File: config.mk
export PLATFORM = sky130hd
export DESIGN_NAME = tte_emit
export DESIGN_NICKNAME = d
export VERILOG_FILES = /design/src/rtl/core/tte_pkg.sv /design/src/rtl/core/tte_emit.sv
export SDC_FILE = /design/constraint.sdc
export NUM_CORES = 1
export LEC_CHECK = 0
export BUFFER_PORTS_ARGS = -buffer_cell sky130_fd_sc_hd__buf_2
export CORE_MARGIN = 2
export CORE_UTILIZATION = 47
export CTS_CLUSTER_DIAMETER = 120
export CTS_CLUSTER_SIZE = 10
export DETAILED_ROUTE_END_ITERATION = 16
export PLACE_DENSITY_LB_ADDON = 0.15
export SYNTH_ARGS = -nofsm -noshare
export SYNTH_HDL_FRONTEND = slang
export SYNTH_SLANG_ARGS = --single-unit
File: constraint.sdc
create_clock -name i_clk -period 2.5 [get_ports i_clk]
set_input_delay 0.125 -clock i_clk [delete_from_list [all_inputs] [get_ports i_clk]]
set_output_delay 0.125 -clock i_clk [all_outputs]
set_load 0.005 [all_outputs]
File: src/rtl/core/tte_pkg.sv
// ----------------------------------------------------------------------------
// tte_pkg
// Shared types and constants of the tiled texel encoder: texel and result
// payloads, texture format codes, register indexes and the encoding constants.
// ----------------------------------------------------------------------------
package tte_pkg;

    localparam int PIX_W      = 10;
    localparam int CH_W       = 8;
    localparam int OFF_W      = 22;
    localparam int CFG_IDX_W  = 2;
    localparam int CFG_DATA_W = 11;
    localparam int SUM_W      = 10;
    localparam int INTRA_W    = 5;

    // Intensity is sum / 3, done as (sum * 683) >> 11, exact for sums up to 765.
    localparam logic [SUM_W-1:0] INV3_MUL   = 10'd683;
    localparam int               INV3_SHIFT = 11;

    localparam logic [CH_W-1:0]  ALPHA_OPAQUE_MIN = 8'd224;
    localparam logic [OFF_W-1:0] RGBA8_GB_OFFSET  = 22'd32;

    typedef enum logic [2:0] {
        FMT_I4     = 3'd0,
        FMT_I8     = 3'd1,
        FMT_IA4    = 3'd2,
        FMT_IA8    = 3'd3,
        FMT_RGB565 = 3'd4,
        FMT_RGB5A3 = 3'd5,
        FMT_RGBA8  = 3'd6
    } t_fmt;

    typedef enum logic [CFG_IDX_W-1:0] {
        REG_TEX_FORMAT   = 2'd0,
        REG_IMAGE_WIDTH  = 2'd1,
        REG_IMAGE_HEIGHT = 2'd2
    } t_reg_idx;

    localparam logic [1:0] NIB_NONE = 2'd0;
    localparam logic [1:0] NIB_HIGH = 2'd1;
    localparam logic [1:0] NIB_LOW  = 2'd2;

    localparam logic [1:0] CNT_ONE = 2'd1;
    localparam logic [1:0] CNT_TWO = 2'd2;

    typedef struct packed {
        logic [PIX_W-1:0] pixel_x;
        logic [PIX_W-1:0] pixel_y;
        logic [CH_W-1:0]  texel_red;
        logic [CH_W-1:0]  texel_green;
        logic [CH_W-1:0]  texel_blue;
        logic [CH_W-1:0]  texel_alpha;
    } t_pix;

    typedef struct packed {
        logic [OFF_W-1:0] byte_offset;
        logic [CH_W-1:0]  first_byte;
        logic [CH_W-1:0]  second_byte;
        logic [1:0]       byte_count;
        logic [1:0]       nibble_mode;
        logic             last_write;
    } t_res;

    // Encoded texel between the pipeline and the output stage. An RGBA8 texel
    // carries its green/blue pair for the second write.
    typedef struct packed {
        t_res            first;
        logic            split;
        logic [CH_W-1:0] gb_first;
        logic [CH_W-1:0] gb_second;
    } t_enc;

endpackage

File: src/rtl/core/tte_emit.sv
// ----------------------------------------------------------------------------
// tte_emit
// Output register. Presents one result per transfer and issues the second
// write of an RGBA8 texel, 32 bytes after the first, from a held copy.
// ----------------------------------------------------------------------------
module tte_emit (
    input  logic          i_clk,
    input  logic          i_rst_n,
    input  logic          i_v,
    input  tte_pkg::t_enc i_enc,
    output logic          o_rdy,
    output logic          o_valid,
    output tte_pkg::t_res o_res,
    input  logic          i_ready
);
    import tte_pkg::*;

    logic            r_ov, n_ov;
    logic            r_pend, n_pend;
    t_res            r_res, n_res;
    logic [CH_W-1:0] r_g, n_g;
    logic [CH_W-1:0] r_b, n_b;
    logic            out_xfer;

    assign out_xfer = r_ov && i_ready;
    assign o_rdy    = !r_ov || (i_ready && !r_pend);

    always_comb begin
        n_ov   = r_ov;
        n_pend = r_pend;
        n_res  = r_res;
        n_g    = r_g;
        n_b    = r_b;
        priority if (out_xfer && r_pend) begin
            n_pend            = 1'b0;
            n_res.byte_offset = r_res.byte_offset + RGBA8_GB_OFFSET;
            n_res.first_byte  = r_g;
            n_res.second_byte = r_b;
            n_res.last_write  = 1'b1;
        end else if (i_v && o_rdy) begin
            n_ov   = 1'b1;
            n_pend = i_enc.split;
            n_res  = i_enc.first;
            n_g    = i_enc.gb_first;
            n_b    = i_enc.gb_second;
        end else if (out_xfer) begin
            n_ov = 1'b0;
        end
    end

    always_ff @(posedge i_clk) begin
        if (!i_rst_n) begin
            r_ov   <= 1'b0;
            r_pend <= 1'b0;
        end else begin
            r_ov   <= n_ov;
            r_pend <= n_pend;
        end
    end

    always_ff @(posedge i_clk) begin
        r_res <= n_res;
        r_g   <= n_g;
        r_b   <= n_b;
    end

    assign o_valid = r_ov;
    assign o_res   = r_res;

endmodule

==> out/metrics.cfg <==
[worst_setup_path]
arrival_ns = 1.79
rr_startpoint = o_res[26]
max_stage_delay_ns = 0.44
worstSetupStartpointType = flop
required_ns = 2.58
startpoint = o_res[26]
endpoint_kind = flop
r2r-end = o_res[42]
r2r_cells = 5
path_class = flop to flop
critPathMaxFanout = 7
worst_path_max_delay_cell = edfxtp_1
r2r_slack_ns = 0.79
cp_cell_sequence = ha_1 > nand3_1 > nor4_2 > xnor2_1 > o21ai_1

[placement]
gp_congestion = 0.7539
io_buffers = 108
dp_hpwl_um = 3766
dpl.cell_count = 353

[timing]
rsz0062_at_grt = no
hold_violations = 0
max_freq_mhz = 584.6
final-setup-viol-count = 0
fin_tns_setup_ns = 0
post-route-period-util_pct = 68.42
worstMarginPinSlew_ns = 0.6233
period_needed_ns = 1.710
finClkSkew_ns = 0.006226
relSlewSlack_pct = 58.45
drv_slew = 0

[detailed_routing]
dr.first_iter.drc_count = 117
drc_errors = 0
viasPerCell = 4.941
ant_nets = 0
firstDrtPassIters = 4
via_count = 1917
drt-wirelength-per-cell_um = 14.74
routed_wl_um = 5718

[die]
placementRows = 26
die_h_um = 77.88
start_util_pct = 49.59
fp.dieW_um = 77.88
io_pins = 109
die-area_um2 = 6065
fp.coreArea_um2 = 5172

[clocking]
cts_buffers = 9
clock-sinks = 61
ctsHtreeMaxLevel = 3
cts-resized-gates = 0
cts_tree = built
clkTransAtPathRegs_ns = 0.06
clock_latency_ns = 0.33
clockBufferDepth = 2
root_buffer = clkbuf_8

[grt]
grt.total_usage_pct = 19.99
grt_antenna_before_repair = 0
grt_max_degree = 37
grt_pass1_wl_um = 9066
first_global_vias = 1908
grt-ovfl-total = 0

[layout]
seqCellArea_um2 = 1802
mostFrequentLayoutCell = buf_2
area_delta_synth_final_pct = 39.80
drive_gt1_share_pct = 41.19
instances_no_fill = 388
num_antenna_cells = 0
nNetsFinal = 379
final_cell_mix = buf_2, edfxtp_1, nand2_1, dlygate4sd3_1, a22o_1
fillCellCount = 383
multi_input_area_um2 = 729.5

[yosys]
syn_inst = 178
yosysTopAreaCellShare_pct = 67.90
syn_nets = 243
synth_area_leader_cell = edfxtp_1
synth_warnings = 0
synth_area_leaders = edfxtp_1, a22o_1, xnor2_1, nand2_1, o21ai_1
netlist_area_um2 = 2565
avgSynthCellArea_um2 = 14.41
synth_cell_types = 28
ys_ff_latch = 61
ys_seq_area_share_pct = 70.24

[run]
maxCapViolCount = 0

[power]
vdd_ir_drop_max_uv = 401.5
cellPowerDensity_nw_per_um2 = 645.3
p_leak_nw = 1.470

[worst_hold_path]
whs_endpoint = o_res[0]
hold_depth = 3
min_path_type = input port to flop
min_from = i_enc[17]

[run_status]
status = finished clean

-- where the power goes --
part	switching (mW)	internal, mW	leakage, nW
clock network	0.344	0.449	0.0855
logic	0.122	0.143	0.784
registers	0.0459	1.21	0.600
-- cells by family after synthesis --
logic type / synth area share (%)
DFF: 70.24
and+or+nand+nor: 12.10
xor gates and xnor gates: 5.122
muxes: 0.7805
adders and majority gates: 0.4877
buffers and inverters: 1.707
AOI/OAI and AO/OA: 9.560
-- state kept, by name, summed over array words and instances (netlist names) --
signal   count
o_res       43
r_b          8
r_g          8
o_valid      1
r_pend       1
-- cell usage after synthesis --
cell       n
and3_1     1
edfxtp_1  58
a21boi_2   1
nor3_1     4
inv_1      3
buf_2      4
a21oi_1    1
dfxtp_1    3
xor2_1     1
and2_1     5
nor4_2     4
buf_1      1
nor2b_1    1
nor2_1     5
nand2b_1   2
a22o_1    17
o21ai_0    1
mux2i_1    2
o21ai_1   15
nand4_2    2
nand2_1   22
clkbuf_2   1
xnor2_1   14
nand4_1    1
nand4_4    1
nand3_1    6
clkbuf_1   1
ha_1       1
-- per-stage QoR --
step	power [mW]	setup slack (ns)	hold WS, ns	utilization [%]	instance area, µm²
2_1_floorplan	1.379	0.2895	0.2239	-	2565
3_3_place_gp	1.510	0.8261	0.3010	62.12	3213
3_5_place_dp	1.518	0.7934	0.3034	62.12	3213
4_1_cts	2.329	0.7575	0.006110	69.33	3586
5_1_grt	2.408	0.6129	0.01567	69.33	3586
6_report	2.314	0.7895	0.01312	69.33	3586
-- per-layer routing --
layer,global-route usage (%),share of wire (%)
met4,8.750,1.7
met3,8.605,7.9
met5,0,0
met2,31.38,48
met1,23.95,42
-- timing repair --
action | 4_1_cts | 5_1_grt
buffers inserted | 0 | 0
hold endpoints to repair | 20 | 0
hold buffers | 20 | 0
-- worst max path at each step --
stage,to,slack [ns],depth (start not counted)
after detailed placement,o_res[42],0.79,5
after floorplan,o_res[10],0.29,4
final,o_res[42],0.79,5
after global placement,o_res[42],0.83,5
after global routing,o_res[36],0.61,5
after CTS,o_res[42],0.76,5
-- cell type report --
cell class / instances / area share, %
sequential: 61 / 50.24
timing repair buffer: 132 / 21.84
multi-input combinational: 107 / 20.34
clock buffer: 12 / 3.768
tap: 70 / 2.442
clock inverter: 3 / 1.047
inverter: 3 / 0.3140
-- critical path: cells and delay by family (launching register included) --
kind            cells  cell delay [ns]
flops               1             0.44
fa+ha+maj           1             0.23
simple gates        2             0.59
xor+xnor            1             0.15
compound gates      1             0.07
No activity file was read; power rests on OpenSTA's default activity.
