**src/rtl/core/tte_pkg.sv**
```systemverilog
// ----------------------------------------------------------------------------
// tte_pkg
// Shared types and constants of the tiled texel encoder: texel and result
// payloads, texture format codes, register indexes and the encoding constants.
// ----------------------------------------------------------------------------
package tte_pkg;

    localparam int PIX_W      = 10;
    localparam int CH_W       = 8;
    localparam int OFF_W      = 22;
    localparam int CFG_IDX_W  = 2;
    localparam int CFG_DATA_W = 11;
    localparam int SUM_W      = 10;
    localparam int INTRA_W    = 5;

    // Intensity is sum / 3, done as (sum * 683) >> 11, exact for sums up to 765.
    localparam logic [SUM_W-1:0] INV3_MUL   = 10'd683;
    localparam int               INV3_SHIFT = 11;

    localparam logic [CH_W-1:0]  ALPHA_OPAQUE_MIN = 8'd224;
    localparam logic [OFF_W-1:0] RGBA8_GB_OFFSET  = 22'd32;

    typedef enum logic [2:0] {
        FMT_I4     = 3'd0,
        FMT_I8     = 3'd1,
        FMT_IA4    = 3'd2,
        FMT_IA8    = 3'd3,
        FMT_RGB565 = 3'd4,
        FMT_RGB5A3 = 3'd5,
        FMT_RGBA8  = 3'd6
    } t_fmt;

    typedef enum logic [CFG_IDX_W-1:0] {
        REG_TEX_FORMAT   = 2'd0,
        REG_IMAGE_WIDTH  = 2'd1,
        REG_IMAGE_HEIGHT = 2'd2
    } t_reg_idx;

    localparam logic [1:0] NIB_NONE = 2'd0;
    localparam logic [1:0] NIB_HIGH = 2'd1;
    localparam logic [1:0] NIB_LOW  = 2'd2;

    localparam logic [1:0] CNT_ONE = 2'd1;
    localparam logic [1:0] CNT_TWO = 2'd2;

    typedef struct packed {
        logic [PIX_W-1:0] pixel_x;
        logic [PIX_W-1:0] pixel_y;
        logic [CH_W-1:0]  texel_red;
        logic [CH_W-1:0]  texel_green;
        logic [CH_W-1:0]  texel_blue;
        logic [CH_W-1:0]  texel_alpha;
    } t_pix;

    typedef struct packed {
        logic [OFF_W-1:0] byte_offset;
        logic [CH_W-1:0]  first_byte;
        logic [CH_W-1:0]  second_byte;
        logic [1:0]       byte_count;
        logic [1:0]       nibble_mode;
        logic             last_write;
    } t_res;

    // Encoded texel between the pipeline and the output stage. An RGBA8 texel
    // carries its green/blue pair for the second write.
    typedef struct packed {
        t_res            first;
        logic            split;
        logic [CH_W-1:0] gb_first;
        logic [CH_W-1:0] gb_second;
    } t_enc;

endpackage

```
**src/rtl/core/tte_calc.sv**
```systemverilog
// ----------------------------------------------------------------------------
// tte_calc
// Three-stage encode pipeline: range check and tile geometry, then the tile
// row multiply and intensity, then the final offset and byte packing.
// ----------------------------------------------------------------------------
module tte_calc #(
    parameter int MAX_DIM = 1024
) (
    input  logic                            i_clk,
    input  logic                            i_rst_n,
    input  logic                            i_en,
    input  logic                            i_v,
    input  tte_pkg::t_pix                   i_pix,
    input  tte_pkg::t_fmt                   i_fmt,
    input  logic [tte_pkg::CFG_DATA_W-1:0]  i_width,
    input  logic [tte_pkg::CFG_DATA_W-1:0]  i_height,
    output logic                            o_v,
    output tte_pkg::t_enc                   o_enc
);
    import tte_pkg::*;

    localparam int DIM_CAP = (MAX_DIM < 2047) ? MAX_DIM : 2047;
    localparam int TPR_W   = $clog2((DIM_CAP + 3) / 4 + 1);
    localparam int ROW_W   = PIX_W - 2;
    localparam int PROD_W  = ROW_W + TPR_W;
    localparam int IDX_W   = PROD_W + 1;
    localparam int EXT_W   = CFG_DATA_W + 1;

    typedef struct packed {
        t_fmt               fmt;
        logic               x_odd;
        logic [SUM_W-1:0]   sum;
        logic [ROW_W-1:0]   row;
        logic [ROW_W-1:0]   col;
        logic [TPR_W-1:0]   tpr;
        logic [INTRA_W-1:0] intra;
        logic [CH_W-1:0]    r;
        logic [CH_W-1:0]    g;
        logic [CH_W-1:0]    b;
        logic [CH_W-1:0]    a;
    } t_s1;

    typedef struct packed {
        t_fmt               fmt;
        logic               x_odd;
        logic [PROD_W-1:0]  prod;
        logic [ROW_W-1:0]   col;
        logic [INTRA_W-1:0] intra;
        logic [CH_W-1:0]    inten;
        logic [CH_W-1:0]    r;
        logic [CH_W-1:0]    g;
        logic [CH_W-1:0]    b;
        logic [CH_W-1:0]    a;
    } t_s2;

    logic r_v1, r_v2, r_v3;
    t_s1  r_s1, n_s1;
    t_s2  r_s2, n_s2;
    t_enc r_s3, n_s3;

    logic [CFG_DATA_W-1:0]  w_clamp, h_clamp;
    logic [EXT_W-1:0]       w_ext;
    logic [TPR_W-1:0]       tpr8, tpr4;
    logic                   in_range, fmt_ok;
    logic [2*SUM_W-1:0]     inten_prod;
    logic [IDX_W-1:0]       tile_idx;
    logic [OFF_W-1:0]       tile_base;

    // Stage 1: range check, channel sum and per-format tile geometry.
    always_comb begin
        w_clamp = (int'(i_width) > MAX_DIM) ? CFG_DATA_W'(MAX_DIM) : i_width;
        h_clamp = (int'(i_height) > MAX_DIM) ? CFG_DATA_W'(MAX_DIM) : i_height;
        w_ext   = EXT_W'(w_clamp);
        tpr8    = TPR_W'((w_ext + EXT_W'(7)) >> 3);
        tpr4    = TPR_W'((w_ext + EXT_W'(3)) >> 2);
        in_range = (CFG_DATA_W'(i_pix.pixel_x) < w_clamp)
                && (CFG_DATA_W'(i_pix.pixel_y) < h_clamp);
        fmt_ok   = (i_fmt <= FMT_RGBA8);

        n_s1       = '0;
        n_s1.fmt   = i_fmt;
        n_s1.x_odd = i_pix.pixel_x[0];
        n_s1.sum   = SUM_W'(i_pix.texel_red) + SUM_W'(i_pix.texel_green)
                   + SUM_W'(i_pix.texel_blue);
        n_s1.r     = i_pix.texel_red;
        n_s1.g     = i_pix.texel_green;
        n_s1.b     = i_pix.texel_blue;
        n_s1.a     = i_pix.texel_alpha;
        unique case (i_fmt)
            FMT_I4: begin
                n_s1.row   = ROW_W'(i_pix.pixel_y[PIX_W-1:3]);
                n_s1.col   = ROW_W'(i_pix.pixel_x[PIX_W-1:3]);
                n_s1.tpr   = tpr8;
                n_s1.intra = {i_pix.pixel_y[2:0], i_pix.pixel_x[2:1]};
            end
            FMT_I8, FMT_IA4: begin
                n_s1.row   = i_pix.pixel_y[PIX_W-1:2];
                n_s1.col   = ROW_W'(i_pix.pixel_x[PIX_W-1:3]);
                n_s1.tpr   = tpr8;
                n_s1.intra = {i_pix.pixel_y[1:0], i_pix.pixel_x[2:0]};
            end
            FMT_IA8, FMT_RGB565, FMT_RGB5A3, FMT_RGBA8: begin
                n_s1.row   = i_pix.pixel_y[PIX_W-1:2];
                n_s1.col   = i_pix.pixel_x[PIX_W-1:2];
                n_s1.tpr   = tpr4;
                n_s1.intra = {i_pix.pixel_y[1:0], i_pix.pixel_x[1:0], 1'b0};
            end
            default: begin
                n_s1.row   = '0;
                n_s1.col   = '0;
                n_s1.tpr   = '0;
                n_s1.intra = '0;
            end
        endcase
    end

    // Stage 2: tiles above this row, and the intensity by reciprocal multiply.
    always_comb begin
        inten_prod  = r_s1.sum * INV3_MUL;
        n_s2.fmt    = r_s1.fmt;
        n_s2.x_odd  = r_s1.x_odd;
        n_s2.prod   = PROD_W'(r_s1.row) * PROD_W'(r_s1.tpr);
        n_s2.col    = r_s1.col;
        n_s2.intra  = r_s1.intra;
        n_s2.inten  = inten_prod[INV3_SHIFT +: CH_W];
        n_s2.r      = r_s1.r;
        n_s2.g      = r_s1.g;
        n_s2.b      = r_s1.b;
        n_s2.a      = r_s1.a;
    end

    // Stage 3: byte offset and byte packing.
    always_comb begin
        tile_idx = IDX_W'(r_s2.prod) + IDX_W'(r_s2.col);
        if (r_s2.fmt == FMT_RGBA8) begin
            tile_base = OFF_W'({tile_idx, 6'b0});
        end else begin
            tile_base = OFF_W'({tile_idx, 5'b0});
        end

        n_s3                   = '0;
        n_s3.first.byte_offset = tile_base + OFF_W'(r_s2.intra);
        n_s3.first.byte_count  = CNT_TWO;
        n_s3.first.nibble_mode = NIB_NONE;
        n_s3.first.last_write  = 1'b1;
        unique case (r_s2.fmt)
            FMT_I4: begin
                n_s3.first.byte_count = CNT_ONE;
                if (r_s2.x_odd) begin
                    n_s3.first.first_byte  = {4'b0, r_s2.inten[7:4]};
                    n_s3.first.nibble_mode = NIB_LOW;
                end else begin
                    n_s3.first.first_byte  = {r_s2.inten[7:4], 4'b0};
                    n_s3.first.nibble_mode = NIB_HIGH;
                end
            end
            FMT_I8: begin
                n_s3.first.byte_count = CNT_ONE;
                n_s3.first.first_byte = r_s2.inten;
            end
            FMT_IA4: begin
                n_s3.first.byte_count = CNT_ONE;
                n_s3.first.first_byte = {r_s2.a[7:4], r_s2.inten[7:4]};
            end
            FMT_IA8: begin
                n_s3.first.first_byte  = r_s2.a;
                n_s3.first.second_byte = r_s2.inten;
            end
            FMT_RGB565: begin
                n_s3.first.first_byte  = {r_s2.r[7:3], r_s2.g[7:5]};
                n_s3.first.second_byte = {r_s2.g[4:2], r_s2.b[7:3]};
            end
            FMT_RGB5A3: begin
                // Nearly opaque texels drop alpha and keep five bits per color.
                if (r_s2.a >= ALPHA_OPAQUE_MIN) begin
                    n_s3.first.first_byte  = {1'b1, r_s2.r[7:3], r_s2.g[7:6]};
                    n_s3.first.second_byte = {r_s2.g[5:3], r_s2.b[7:3]};
                end else begin
                    n_s3.first.first_byte  = {1'b0, r_s2.a[7:5], r_s2.r[7:4]};
                    n_s3.first.second_byte = {r_s2.g[7:4], r_s2.b[7:4]};
                end
            end
            FMT_RGBA8: begin
                n_s3.first.first_byte  = r_s2.a;
                n_s3.first.second_byte = r_s2.r;
                n_s3.first.last_write  = 1'b0;
                n_s3.split             = 1'b1;
                n_s3.gb_first          = r_s2.g;
                n_s3.gb_second         = r_s2.b;
            end
            default: begin
                n_s3.first.byte_count = CNT_ONE;
            end
        endcase
    end

    always_ff @(posedge i_clk) begin
        if (!i_rst_n) begin
            r_v1 <= 1'b0;
            r_v2 <= 1'b0;
            r_v3 <= 1'b0;
        end else if (i_en) begin
            r_v1 <= i_v && in_range && fmt_ok;
            r_v2 <= r_v1;
            r_v3 <= r_v2;
        end
    end

    always_ff @(posedge i_clk) begin
        if (i_en) begin
            r_s1 <= n_s1;
            r_s2 <= n_s2;
            r_s3 <= n_s3;
        end
    end

    assign o_v   = r_v3;
    assign o_enc = r_s3;

endmodule

```
**config.mk**
```make
export PLATFORM = sky130hd
export DESIGN_NAME = tte_calc
export DESIGN_NICKNAME = d
export VERILOG_FILES = /design/src/rtl/core/tte_pkg.sv /design/src/rtl/core/tte_calc.sv
export SDC_FILE = /design/constraint.sdc
export NUM_CORES = 1
export LEC_CHECK = 0
export ABC_AREA = 1
export BUFFER_PORTS_ARGS = -buffer_cell sky130_fd_sc_hd__clkbuf_2
export CORE_ASPECT_RATIO = 1.4
export CORE_UTILIZATION = 40
export CTS_CLUSTER_DIAMETER = 30
export DETAILED_ROUTE_END_ITERATION = 12
export PLACE_DENSITY_LB_ADDON = 0.12
export SLEW_MARGIN = 40
export SYNTH_ARGS = -nofsm -noshare
export SYNTH_HDL_FRONTEND = slang
export SYNTH_SLANG_ARGS = --single-unit
```
**constraint.sdc**
```tcl
create_clock -name i_clk -period 5 [get_ports i_clk]
set_input_delay 0.25 -clock i_clk [delete_from_list [all_inputs] [get_ports i_clk]]
set_output_delay 0.25 -clock i_clk [all_outputs]
set_load 0.02 [all_outputs]
```
==> Flow_metrics.wiki <==
{| class="wikitable"
! Metric !! Value
|-
| CP max FO || 9
|-
| Required time of the worst setup path || 5.29 ns
|-
| Top cell type's share of synthesized area || between 40% and 50%
|-
| Clock tree from TritonCTS || yes
|-
| H-tree depth || 2
|-
| Overall die height || between 200 and 250 um
|-
| Post-synthesis instance area || 0.0140 mm2
|-
| Crit path DAT || 4.81 ns
|-
| Number of warnings issued by yosys || 0
|-
| Top library cells by usage in the layout, fill and taps aside || nand2_1, inv_1, edfxtp_1
|-
| DRT Pass-1 Iters || 4
|-
| Clock-pin slew on the worst setup and hold paths || roughly 0.050 ns
|-
| FMAX || ~0.22 GHz
|-
| Post-cts resize count || 0
|-
| Post-Route Skew || ~0.028 ns
|-
| Amount of wire on met3 after detailed routing || between 1000 and 1500 um
|-
| Fill cell count || between 3000 and 4000
|-
| Total Neg Setup Slack || 0 ns
|-
| Count of routing violations after the opening detailed-route iteration || 553
|-
| Count of endpoints failing hold in the final timing report || 0
|-
| Synth Area in Adders || 21.9%
|-
| Multi-input logic area || 0.00642 mm2
|-
| Clock share of power || 25.6%
|-
| Share of total power in sequential cells || between 20% and 30%
|-
| Placed wire-length estimate after detailed placement || 26300 um
|-
| Nets@finish || about 1900
|-
| Maximum resistive drop on vdd || ~0.48 mV
|-
| Via/cell ratio || 4.81
|-
| Cells after DPL || roughly 2000
|-
| Number of buffers created by CTS || 48
|-
| Detailed-route via count || 10200
|-
| Mean routed wirelength per cell || ~16 um
|-
| Quantity of hold-fixing buffers added after cts || 37
|-
| Count of pins over their slew limit || 0
|-
| Number of rows in the core area || 80
|-
| Most common cell after layout, fill and taps aside || nand2_1
|-
| Top post-synthesis cells by area || edfxtp_1, ha_1, fa_1
|-
| Layout cells sized above 1 || 14.7%
|-
| Routed wire length || approximately 34000 um
|-
| Chip width || around 160 um
|-
| Clock root buffer || clkbuf_16
|-
| Initial antenna violation count || 0
|-
| Number of synthesized register bits || between 200 and 250
|-
| Gate count of the mapped netlist || 1431
|-
| Met2 WL post-DR || about 19000 um
|-
| Number of setup buffers added after CTS || 0
|-
| Clock tree sinks || ~210
|-
| Pin count of the biggest net entering global routing || around 150
|-
| Boundary pin count || 142
|-
| Share of the yosys chip area belonging to registers || 45.6%
|-
| Run status || completed
|-
| Count of unique library cells instantiated by Yosys || 43
|-
| Number of global-route vias before repair || 10900
|-
| Area of the core || around 0.034 mm2
|-
| Worst Setup End Kind || flop
|-
| Synth Area in Compound Gates || ~6.4%
|-
| Synth Area per Inst || just under 10 um2
|-
| Clk buf depth || 3
|-
| Non-filler cells, final || around 2100
|-
| RSZ-0062 raised after global routing || no
|-
| Leakage || about 8.4 nW
|-
| Overall die area || ~0.036 mm2
|-
| Area occupied by registers || 0.00637 mm2
|-
| Wire length of the first global-routing pass || between 50000 and 60000 um
|-
| Internal Power || about 0.0069 W
|-
| Share of the clock period used by the worst path after layout || between 90 and 100%
|-
| Worst slew margin relative to its limit || between 30% and 40%
|-
| Fraction of power consumed by combinational cells || roughly half
|-
| DRT met1 WL || approximately 13000 um
|-
| Number of nets with antenna violations after detailed routing || 0
|-
| Largest family of logic cells by synthesized area || adder cells
|-
| Net switching fraction of the power || 42.5%
|-
| Slew at the pin closest to its max-slew limit || roughly 0.90 ns
|-
| Clock latency of the later-clocked register in the worst-skew pair || ~0.56 ns
|-
| Remaining design rule violation count || 0
|-
| Total net switching power || just over 0.005 W
|-
| EDFF count, synth || 210
|-
| Top layer in use || met4
|-
| Initial core utilization || about two fifths
|-
| Start-to-end type of the worst setup path || reg2reg
|-
| Cell area power density || between 600 and 700 mW/mm2
|-
| Number of setup violations in the final report || 0
|-
| Share of async-settable or async-resettable flops after synthesis || 0%
|-
| Overall track demand over capacity in global routing || between 15 and 20%
|-
| Post-Synth Simple-Gate Area || 15.6%
|-
| Multiplexer share of the synthesized area || 0%
|-
| Placer congestion estimate || 0.881
|-
| Type of the worst min-delay path || in2reg
|-
| Cell type with the largest total area after synthesis || edfxtp_1
|-
| Xor/xnor cell area share of the yosys netlist || 1.94%
|-
| Area growth syn-to-layout || 22.6%
|-
| Total nets after synthesis || between 1500 and 2000
|-
| Post-layout min period || 4.52 ns
|-
| Setup crit start kind || flop
|-
| Most used flip-flop cell after synthesis || edfxtp_1
|-
| Diode insertion count for antenna repair || 0
|-
| Post-Place Worst Slack || between 0.5 and 0.6 ns
|-
| Setup slack of the critical path after layout || between 0.4 and 0.5 ns
|-
| Worst hold margin || about 0.062 ns
|-
| Max_cap viols || 0
|-
| Buffers on Ports || between 100 and 150
|-
| Overflow left after global routing || 0
|}
==> layer usage <==
layer | up-vias | GRT usage (%)
li1 | 5119 | -
met1 | 4776 | 20.2
met2 | 239 | 38.9
met3 | 68 | 3.05
met4 | 0 | 8.11
met5 | - | 0
==> power by group through the flow <==
stage | logic (W) | clock network [W] | registers [W]
floorplan | 0.00455 | 0 | 0.00277
global placement | 0.00615 | 0 | 0.00278
detailed placement | 0.00616 | 0 | 0.00278
CTS | 0.00622 | 0.00313 | 0.00275
global route | 0.00713 | 0.00321 | 0.00278
finish | 0.00615 | 0.00306 | 0.00275
==> worst paths after layout <==
path	start	slack [ns]	depth (start not counted)	end
max	r_s1[58]	0.48	17	r_s2[66]
min	i_pix[43]	0.06	3	n_s2[42]
max reg2reg	r_s1[58]	0.48	17	r_s2[66]
min reg2reg	n_s2[4]	0.39	0	r_s2[4]
==> layout make-up <==
type | instances | share of cell area (%)
Tap cell | 451 | 3.30
Clock inverter | 35 | 2.19
Timing Repair Buffer | 180 | 6.50
Sequential cell | 213 | 37.2
Multi-Input combinational cell | 905 | 37.5
Inverter | 284 | 6.23
Clock buffer | 52 | 7.10
==> stage by stage <==
step	total power (W)	util [%]	cell area, um2
2_1_floorplan	0.00732	-	14000
3_5_place_dp	0.00894	44.3	15200
6_report	0.0120	50.0	17100
3_3_place_gp	0.00893	44.3	15200
5_1_grt	0.0131	50.0	17100
4_1_cts	0.0121	50.0	17100
==> critical path, stage by stage, from the launching register on <==
cell	delay, ns
edfxtp_1	0.52
nand2_1	0.12
inv_1	0.06
fa_1	0.44
fa_1	0.56
inv_1	0.05
fa_1	0.46
fa_1	0.54
inv_1	0.04
ha_1	0.35
a21oi_1	0.18
nand2_1	0.13
a21boi_0	0.33
o21ai_0	0.20
nand3_1	0.12
nand2_1	0.05
nand2_1	0.05
nand2_1	0.04
==> registers in the layout, summed over array words and instances, names as in the netlist <==
register / count
n_s2: 49
o_enc: 60
o_v: 1
r_s1: 27
r_s2: 74
r_v1: 1
r_v2: 1
==> synth_stat cells (3+ instances only) <==
| master | n |
|---|---|
| a22oi_1 | 3 |
| a221oi_1 | 3 |
| nand2_1 | 298 |
| nor2_1 | 91 |
| xor2_1 | 22 |
| o22ai_1 | 8 |
| nand3b_1 | 6 |
| ha_1 | 128 |
| nand3_1 | 77 |
| inv_1 | 275 |
| nor4_1 | 3 |
| o21ai_1 | 3 |
| o2111ai_1 | 5 |
| xnor2_1 | 9 |
| inv_2 | 7 |
| buf_2 | 5 |
| a21oi_1 | 59 |
| clkbuf_1 | 22 |
| o21bai_1 | 3 |
| fa_1 | 73 |
| a21o_1 | 6 |
| o211ai_1 | 3 |
| edfxtp_1 | 210 |
| o21ai_0 | 52 |
| nor3_1 | 9 |
| nor2_2 | 8 |
| dfxtp_1 | 3 |
| nand4_1 | 16 |
==> cells by family after synthesis <==
kind of cell | after synthesis
flops | 213
buf+inv | 313
xor+xnor | 31
fa+ha+maj | 201
compound gates | 155
simple gates | 518
Note: power is estimated with default switching activity, not from simulation.
